--- config.mk ---
export PLATFORM = sky130hd
export DESIGN_NAME = key_matrix_change_detector
export DESIGN_NICKNAME = d
export VERILOG_FILES = /design/src/hw/rtl/kmcd_pkg.sv /design/src/hw/rtl/kmcd_col_store.sv /design/src/hw/rtl/kmcd_row_scan.sv /design/src/hw/rtl/key_matrix_change_detector.sv
export SDC_FILE = /design/constraint.sdc
export NUM_CORES = 1
export LEC_CHECK = 0
export ABC_AREA = 1
export BUFFER_PORTS_ARGS = -buffer_cell sky130_fd_sc_hd__buf_2
export CAP_MARGIN = 5
export CORE_ASPECT_RATIO = 0.6
export CORE_MARGIN = 8
export CORE_UTILIZATION = 35
export DETAILED_ROUTE_END_ITERATION = 12
export PLACE_DENSITY_LB_ADDON = 0.1
export SYNTH_ARGS = -nofsm -noshare
export SYNTH_HDL_FRONTEND = slang
export SYNTH_SLANG_ARGS = --single-unit
--- constraint.sdc ---
create_clock -name clk_i -period 5.97 [get_ports clk_i]
set_clock_uncertainty 0.1 [all_clocks]
set_input_delay 1.194 -clock clk_i [delete_from_list [all_inputs] [get_ports clk_i]]
set_output_delay 1.194 -clock clk_i [all_outputs]
set_load 0.005 [all_outputs]
--- src/hw/rtl/kmcd_pkg.sv ---
package kmcd_pkg;

  localparam int unsigned MaxRowsDef = 8;
  localparam int unsigned MaxColsDef = 16;

  localparam int unsigned RowLevelW = 8;
  localparam int unsigned ColumnW   = 4;
  localparam int unsigned RowW      = 3;
  localparam int unsigned CfgIdxW   = 2;
  localparam int unsigned CfgDataW  = 5;

  localparam logic [CfgIdxW-1:0] RegActiveLow = 2'd0;
  localparam logic [CfgIdxW-1:0] RegColsInUse = 2'd1;
  localparam logic [CfgIdxW-1:0] RegRowsInUse = 2'd2;

  localparam logic       ActiveLowRst = 1'b0;
  localparam logic [4:0] ColsInUseRst = 5'd16;
  localparam logic [3:0] RowsInUseRst = 4'd8;

  typedef struct packed {
    logic [RowLevelW-1:0] changed;
    logic [RowLevelW-1:0] asserted;
    logic [ColumnW-1:0]   column;
  } scan_load_t;

  typedef struct packed {
    logic              busy;
    logic              hit;
    logic [RowW-1:0]   row;
    logic [ColumnW-1:0] column;
    logic              down;
    logic              last;
  } scan_status_t;

endpackage

--- src/hw/rtl/kmcd_col_store.sv ---
module kmcd_col_store import kmcd_pkg::*; #(
  parameter int unsigned MAX_ROWS = MaxRowsDef,
  parameter int unsigned MAX_COLS = MaxColsDef
) (
  input  logic                 clk_i,
  input  logic                 rst_ni,
  input  logic                 wr_en_i,
  input  logic [ColumnW-1:0]   column_i,
  input  logic [RowLevelW-1:0] wr_bits_i,
  output logic [RowLevelW-1:0] rd_bits_o
);

  localparam int unsigned RowsW = (MAX_ROWS < RowLevelW) ? MAX_ROWS : RowLevelW;
  localparam int unsigned Depth = (MAX_COLS < (1 << ColumnW)) ? MAX_COLS : (1 << ColumnW);
  localparam int unsigned IdxW  = (Depth > 1) ? $clog2(Depth) : 1;

  logic [RowsW-1:0] bits_q [Depth];
  logic [IdxW-1:0]  idx;

  assign idx       = column_i[IdxW-1:0];
  assign rd_bits_o = RowLevelW'(bits_q[idx]);

  // all keys released after reset
  always_ff @(posedge clk_i or negedge rst_ni) begin
    if (!rst_ni) begin
      for (int i = 0; i < Depth; i++) begin
        bits_q[i] <= '0;
      end
    end else if (wr_en_i) begin
      bits_q[idx] <= wr_bits_i[RowsW-1:0];
    end
  end

endmodule

--- src/hw/rtl/kmcd_row_scan.sv ---
module kmcd_row_scan import kmcd_pkg::*; (
  input  logic         clk_i,
  input  logic         rst_ni,
  input  logic         load_i,
  input  scan_load_t   load_data_i,
  input  logic         step_en_i,
  output scan_status_t status_o
);

  logic [RowLevelW-1:0] shift_q, shift_d;
  logic [RowLevelW-1:0] down_q, down_d;
  logic [RowW-1:0]      row_q, row_d;
  logic [ColumnW-1:0]   column_q, column_d;
  logic                 busy;

  assign busy = (shift_q != '0);

  always_comb begin
    shift_d  = shift_q;
    down_d   = down_q;
    row_d    = row_q;
    column_d = column_q;
    if (load_i) begin
      shift_d  = load_data_i.changed;
      down_d   = load_data_i.asserted;
      row_d    = '0;
      column_d = load_data_i.column;
    end else if (busy && (!shift_q[0] || step_en_i)) begin
      // one row per cycle, held while a hit waits for the output register
      shift_d = shift_q >> 1;
      down_d  = down_q >> 1;
      row_d   = row_q + RowW'(1);
    end
  end

  always_ff @(posedge clk_i or negedge rst_ni) begin
    if (!rst_ni) begin
      shift_q <= '0;
    end else begin
      shift_q <= shift_d;
    end
  end

  always_ff @(posedge clk_i) begin
    down_q   <= down_d;
    row_q    <= row_d;
    column_q <= column_d;
  end

  assign status_o.busy   = busy;
  assign status_o.hit    = shift_q[0];
  assign status_o.row    = row_q;
  assign status_o.column = column_q;
  assign status_o.down   = down_q[0];
  assign status_o.last   = (shift_q[RowLevelW-1:1] == '0);

endmodule

--- src/hw/rtl/key_matrix_change_detector.sv ---
// channel   direction  handshake                    payload
// in        input      in_valid_i / in_ready_o      scan_column_i, row_levels_i
// out       output     out_valid_o / out_ready_i    event_row_o, event_column_o,
//                                                   key_down_o, final_event_o
// cfg       input      cfg_we_i                     cfg_index_i, cfg_wdata_i
//
// a column transaction is accepted, then the row shifter scans one row per cycle, up to
// the highest changed row, holding on a changed row while the output is stalled
// an ignored column or one with no change leaves the shifter idle and in_ready_o high
// the shifter holds on a changed row while the output register is still full
// reset clears the column store to all released and loads register defaults
module key_matrix_change_detector import kmcd_pkg::*; #(
  parameter int unsigned MAX_ROWS = MaxRowsDef,
  parameter int unsigned MAX_COLS = MaxColsDef
) (
  input  logic                 clk_i,
  input  logic                 rst_ni,
  input  logic                 cfg_we_i,
  input  logic [CfgIdxW-1:0]   cfg_index_i,
  input  logic [CfgDataW-1:0]  cfg_wdata_i,
  input  logic                 in_valid_i,
  output logic                 in_ready_o,
  input  logic [ColumnW-1:0]   scan_column_i,
  input  logic [RowLevelW-1:0] row_levels_i,
  output logic                 out_valid_o,
  input  logic                 out_ready_i,
  output logic [RowW-1:0]      event_row_o,
  output logic [ColumnW-1:0]   event_column_o,
  output logic                 key_down_o,
  output logic                 final_event_o
);

  localparam int unsigned RowsW   = (MAX_ROWS < RowLevelW) ? MAX_ROWS : RowLevelW;
  localparam logic [3:0]  RowsLim = 4'(RowsW);
  localparam logic [6:0]  ColsLim = 7'(MAX_COLS);

  logic       active_low_q;
  logic [4:0] cols_in_use_q;
  logic [3:0] rows_in_use_q;

  always_ff @(posedge clk_i or negedge rst_ni) begin
    if (!rst_ni) begin
      active_low_q  <= ActiveLowRst;
      cols_in_use_q <= ColsInUseRst;
      rows_in_use_q <= RowsInUseRst;
    end else if (cfg_we_i) begin
      unique case (cfg_index_i)
        RegActiveLow: active_low_q  <= cfg_wdata_i[0];
        RegColsInUse: cols_in_use_q <= cfg_wdata_i[4:0];
        RegRowsInUse: rows_in_use_q <= cfg_wdata_i[3:0];
        default: ;
      endcase
    end
  end

  logic [3:0]           nrows;
  logic [RowLevelW-1:0] row_mask;
  logic [RowLevelW-1:0] asserted;
  logic [RowLevelW-1:0] prev_bits;
  logic                 col_ok;
  logic                 accept;
  logic                 load;
  logic                 out_free;
  scan_load_t           load_data;
  scan_status_t         st;

  assign nrows    = (rows_in_use_q < RowsLim) ? rows_in_use_q : RowsLim;
  assign row_mask = 8'hff >> (4'd8 - nrows);
  assign asserted = (active_low_q ? ~row_levels_i : row_levels_i) & row_mask;
  assign col_ok   = (5'(scan_column_i) < cols_in_use_q) && (7'(scan_column_i) < ColsLim);

  assign in_ready_o = !st.busy;
  assign accept     = in_valid_i && in_ready_o;
  assign load       = accept && col_ok;
  assign out_free   = !out_valid_o || out_ready_i;

  assign load_data.changed  = (prev_bits ^ asserted) & row_mask;
  assign load_data.asserted = asserted;
  assign load_data.column   = scan_column_i;

  kmcd_col_store #(
    .MAX_ROWS (MAX_ROWS),
    .MAX_COLS (MAX_COLS)
  ) u_store (
    .clk_i     (clk_i),
    .rst_ni    (rst_ni),
    .wr_en_i   (load),
    .column_i  (scan_column_i),
    .wr_bits_i (asserted),
    .rd_bits_o (prev_bits)
  );

  kmcd_row_scan u_scan (
    .clk_i       (clk_i),
    .rst_ni      (rst_ni),
    .load_i      (load),
    .load_data_i (load_data),
    .step_en_i   (out_free),
    .status_o    (st)
  );

  logic out_valid_q;

  always_ff @(posedge clk_i or negedge rst_ni) begin
    if (!rst_ni) begin
      out_valid_q <= 1'b0;
    end else if (st.hit && out_free) begin
      out_valid_q <= 1'b1;
    end else if (out_ready_i) begin
      out_valid_q <= 1'b0;
    end
  end

  always_ff @(posedge clk_i) begin
    if (st.hit && out_free) begin
      event_row_o    <= st.row;
      event_column_o <= st.column;
      key_down_o     <= st.down;
      final_event_o  <= st.last;
    end
  end

  assign out_valid_o = out_valid_q;

endmodule
Word-level counts from Yosys, hierarchy flattened
Cells that the tools add are included.
- $add $sub $neg: 2
- $lt $le $gt $ge: 4
- equal/unequal tests: 2
- shifts and indexed selects: 1
- multiplexer cells: 14
- bitwise gates (word level): 5
- reductions and logical operators: 18
- operators by type and width (cell ; number):
    $bwmux W128 ; 1
    $mux W8 ; 8
    $bmux W8 S4 ; 1
    $demux W8 S4 ; 1
    $and A8 B8 Y8 ; 2
    $not A8 Y8 ; 1
    $reduce_bool A8 Y1 ; 1
    $shr A8 B4 Y8 const A ; 1
    $xor A8 B8 Y8 ; 1
    $logic_not A7 Y1 ; 1
    $reduce_and A2 Y1 ; 3
    $ge A5 B5 Y1 const B ; 1
    $logic_and A1 B1 Y1 ; 5
    $lt A4 B5 Y1 ; 1
    $lt A5 B1 Y1 const B ; 1
    $not A4 Y5 ; 1
    $lt A4 B4 Y1 const B ; 1
    $mux W4 ; 1
    $reduce_bool A2 Y1 ; 2
    $sub A4 B4 Y4 const A ; 1
    $add A3 B1 Y3 const B ; 1
    $logic_not A1 Y1 ; 3
    $eq A2 B1 Y1 const B ; 1
    $eq A2 B2 Y1 const B ; 1
    3 further kinds ; 5
- flip-flop bits (word level): 171
- bits of input ports: 24
- logic and storage cells: 74

Depth between registers and ports, before layout
- depth in word-level cells: 8
- depth in mapped cells: 14
- mapped depth without buffers: 12

Modules after synthesis
A second synthesis with hierarchy kept.
- cells, all modules: 1117
- area, all modules: 8365.5 um^2
- modules (own cells, without submodules) (module ; instances ; cells an instance ; area an instance (um^2)):
    kmcd_col_store ; 1 ; 830 ; 6084.6
    key_matrix_change_detector ; 1 ; 157 ; 1182.4
    kmcd_row_scan ; 1 ; 130 ; 1098.6

Worst setup path after synthesis
OpenSTA, ideal clock, no wires.
- kind: input-to-reg
- start: input scan_column_i[2]
- end: register u_scan.down_q[0] (enable)
- library setup time: 0.324 ns
- arrival time: 2.712 ns
- required time: 5.546 ns
- slack: 2.834 ns
- cell stages on the path: 10
- path through: ha_1 -> nand2_1 -> inv_1 -> o21ai_0 -> nand3_1 -> nor2_8 -> buf_8 -> buf_6 -> nor2_2 -> inv_1
- word-level cells in the longest chain between the ends: 3
- RTL lines (item ; line ; RTL):
    start: declaration ; key_matrix_change_detector.sv:23 ; input logic [ColumnW-1:0] scan_column_i,
    $lt A4 B5 Y1 ; key_matrix_change_detector.sv:70 ; assign col_ok = (5'(scan_column_i) < cols_in_use_q) && (7'(scan_column_i) < ColsLim);
    $logic_and A1 B1 Y1 ; key_matrix_change_detector.sv:74 ; assign load = accept && col_ok;
    net load ; key_matrix_change_detector.sv:62 ; logic load;
    $reduce_bool A2 Y1 (no source line) ; -- ;
    end signal: assignment ; kmcd_row_scan.sv:45 ; down_q <= down_d;
    end: declaration ; kmcd_row_scan.sv:11 ; logic [RowLevelW-1:0] down_q, down_d;
The timed path passes the listed nets, and every way through them passes these cells.
A chain may end at the register's enable or synchronous reset.

Worst setup path after layout
- start: input scan_column_i[0]
- end: register u_store.bits_q[81] (netlist bit)
- word-level cells in the longest chain between the ends: 6
- elaborated cells on any way between the ends: 9
- classes of those cells: order compare: 3; mux: 3; bitwise: 1; reduce/logical: 2
- RTL lines (item ; line ; RTL):
    $not A4 Y5 (not written as such) ; kmcd_col_store.sv:30 ; bits_q[idx] <= wr_bits_i[RowsW-1:0];
    $ge A5 B5 Y1 (not written as such) or $lt A5 B1 Y1 (tied branches) ; kmcd_col_store.sv:30 ;
    $logic_and A1 B1 Y1 (not written as such) ; kmcd_col_store.sv:30 ;
    $mux W8 (not written as such) ; kmcd_col_store.sv:30 ;
    $demux W8 S4 ; kmcd_col_store.sv:30 ;
    $bwmux W128 ; kmcd_col_store.sv:30 ;
    end signal: indexed assignment ; kmcd_col_store.sv:30 ;
    end: declaration ; kmcd_col_store.sv:17 ; logic [RowsW-1:0] bits_q [Depth];
Several ways; a longest one is shown, not always the timed one.

==> impl_metrics.py <==
metrics = {
    "run_status": {
        "outcome": "complete, no violations",
    },
    "logic_synthesis": {
        "synth_area_leader_cell": "dfrtp_1",
        "synthCells": 1080,
        "synth-edff-count": 21,
        "avgSynthCellArea_um2": 7.79,
        "synthTopCellsByArea": "dfrtp_1, nand2_1, edfxtp_1",
        "yosys_warnings": 0,
        "ys_async_sr_fraction": 0.860,
        "synth_top_area_frac": 0.431,
        "ys_seq_area_frac": 0.519,
        "synth.distinct_cells": 36,
        "syn_area_mm2": 0.00842,
        "syn-num-nets": 1109,
        "ys_ff_latch": 171,
        "yosys_most_used_dff": "dfrtp_1",
    },
    "clocking": {
        "htreeDepth": 4,
        "postCtsSetupRepairBufs": 0,
        "cts_resized": 0,
        "cts_buffers": 17,
        "hold_buffers": 0,
        "clkLatencyLatePin_ps": 450,
        "clockBufferDepth": 2,
        "clock_sinks": 171,
        "cts_tree": "built",
        "clk_pin_slew_worst_paths_ps": 70,
        "cts-root-buf": "clkbuf_16",
    },
    "critical_path": {
        "path_class": "in2reg",
        "crit_path_max_fanout": 45,
        "worstPathRequired_ps": 6210,
        "slowest_stage": "nor2_8",
        "path_cells": "buf_2 > inv_4 > nand2_1 > nand4_1 > nand3_1 > nor2_8 > nand4_2 > o21ai_0",
        "r2r_slack_ps": 3210,
        "arrival_ps": 3840,
        "start_kind": "input port",
        "worstSetupEndpointType": "register",
        "critPathMaxStageDelay_ps": 640,
    },
    "die": {
        "io_pins": 35,
        "fp.dieW_um": 216,
        "std_cell_rows": 44,
        "die_h_um": 136,
        "core_mm2": 0.0239,
        "start_util": 0.352,
        "design.die.area_mm2": 0.0294,
    },
    "hold_path": {
        "min_path_type": "reg2reg",
    },
    "placed_design": {
        "portBuffers": 34,
        "dpl-instance-area_mm2": 0.00877,
        "gp_congestion": 0.808,
        "dp_hpwl_mm": 15.8,
    },
    "timing": {
        "finalSetupViolations": 0,
        "hold_ws_ps": 319,
        "setup_tns_ps": 0,
        "drv_slew": 0,
        "timing_hold_violations_final": 0,
        "slew_headroom": 0.247,
        "period_needed_ps": 3600,
        "layout_worst_path_cycle_share": 0.603,
        "worst_pin_slew_ps": 1130,
        "max_freq_mhz": 278,
        "rsz0062_at_grt": "no",
    },
    "routing": {
        "antenna_left": 0,
        "routed_wirelength_mm": 24.2,
        "wire_per_inst_um": 17.0,
        "drcViolationCount": 0,
        "firstDrtPassIters": 5,
        "viasPerCell": 4.69,
        "vias": 6670,
        "drt_iter0_markers": 605,
    },
    "cells_and_area": {
        "diodes": 0,
        "syn_to_final_growth_pct": 12.4,
        "finalInstanceArea_mm2": 0.00946,
        "drive_gt1_frac": 0.0909,
        "final_nets": 1116,
    },
    "pwr": {
        "peakVddDrop_v": 0.000216,
        "leakage_uw": 0.00463,
        "power.density_mw_per_mm2": 429,
    },
    "global_route": {
        "antenna_found_initial": 0,
        "first_global_vias": 6016,
        "grt_max_degree": 105,
        "grt_overflow": 0,
        "grt_usage": 0.170,
        "grt_pass1_wl_mm": 37.6,
    },
    "run": {
        "drv_cap": 0,
    },
}
power breakdown:
part / total (µW) / switching, µW / internal [µW]
combinational: 1020 / 694 / 329
sequential: 1740 / 185 / 1560
clock: 1290 / 481 / 812
total: 4060 / 1360 / 2700
cells by family after synthesis:
logic type,share of synthesized area
adders and majority gates,0.00743
xor gates and xnor gates,0.00936
AOI/OAI and AO/OA,0.101
DFF,0.519
buffers and inverters,0.0785
muxes,0.00134
and+or+nand+nor,0.283
worst max-delay path: cells and delay by family:
kind | cells | cell delay, ps
AND/OR/NAND/NOR | 5 | 1510
AO/OA/AOI/OAI | 1 | 310
buffers and inverters | 2 | 790
synth_stat cells (2+ instances only):
| library cell | instances |
|---|---|
| a21oi_1 | 4 |
| buf_1 | 6 |
| buf_2 | 10 |
| buf_6 | 6 |
| clkbuf_1 | 28 |
| dfrtp_1 | 145 |
| dfstp_2 | 2 |
| dfxtp_1 | 3 |
| edfxtp_1 | 21 |
| ha_1 | 5 |
| inv_1 | 102 |
| inv_2 | 2 |
| nand2_1 | 435 |
| nand3_1 | 10 |
| nand3_2 | 4 |
| nand3_4 | 8 |
| nand4_1 | 6 |
| nand4_2 | 4 |
| nor2_1 | 92 |
| nor2_2 | 2 |
| o21ai_0 | 91 |
| o21ai_1 | 67 |
| o21bai_1 | 5 |
| or2_1 | 2 |
| or2_2 | 2 |
| xnor2_1 | 2 |
| xor2_1 | 7 |
flip-flops by register name, summed over array words and instances, names as in the netlist, 3 cells and up:
register and count:
cols_in_use_q 5, event_column_o 4, event_row_o 3, rows_in_use_q 4, u_scan.column_q 4, u_scan.down_q 8, u_scan.row_q 3, u_scan.shift_q 8
u_store.bits_q 128
final timing paths:
kind,startpoint,to,depth (start not counted)
max,scan_column_i[0],u_store.bits_q[81],8
min,u_scan.column_q[0],event_column_o[0],0
max reg2reg,cols_in_use_q[2],u_store.bits_q[81],9
min reg2reg,u_scan.column_q[0],event_column_o[0],0
max in group asynchronous,rst_ni,u_store.bits_q[78],2
min in group asynchronous,rst_ni,u_store.bits_q[57],1
layer usage:
| metal | share of wire | GRT usage |
|---|---|---|
| met5 | 0 | 0 |
| met4 | 0.0087 | 0.0442 |
| met3 | 0.055 | 0.0389 |
| met2 | 0.36 | 0.212 |
| met1 | 0.58 | 0.277 |
layout by cell type, fill, tap and decap left out, types with 5 or more instances in the layout:
cell type,count
nand3_1,10
edfxtp_1,21
xor2_1,7
dfrtp_1,145
nand2_1,435
clkbuf_16,18
ha_1,5
nand4_1,6
bufinv_16,5
nand3_4,8
o21ai_0,91
nor2_1,92
o21bai_1,5
buf_4,5
buf_2,33
inv_1,102
o21ai_1,67
layout make-up:
cell class,count,area [µm²]
Clock buffer,22,505
Clock inverter,10,183
Fill cell,2531,14400
Inverter,106,400
Multi-Input combinational cell,752,3390
Sequential cell,171,4370
Tap cell,322,403
Timing Repair Buffer,39,214
stage by stage:
stage	utilization	std cells	power [µW]	setup slack (ps)
floorplan	-	1080	2440	2830
global placement	0.367	1390	2780	1960
detailed placement	0.367	1390	2790	1880
CTS	0.396	1422	4090	2350
global route	0.396	1422	4330	2100
finish	0.396	1422	4060	2370
Note: power is estimated with default switching activity, not from simulation.
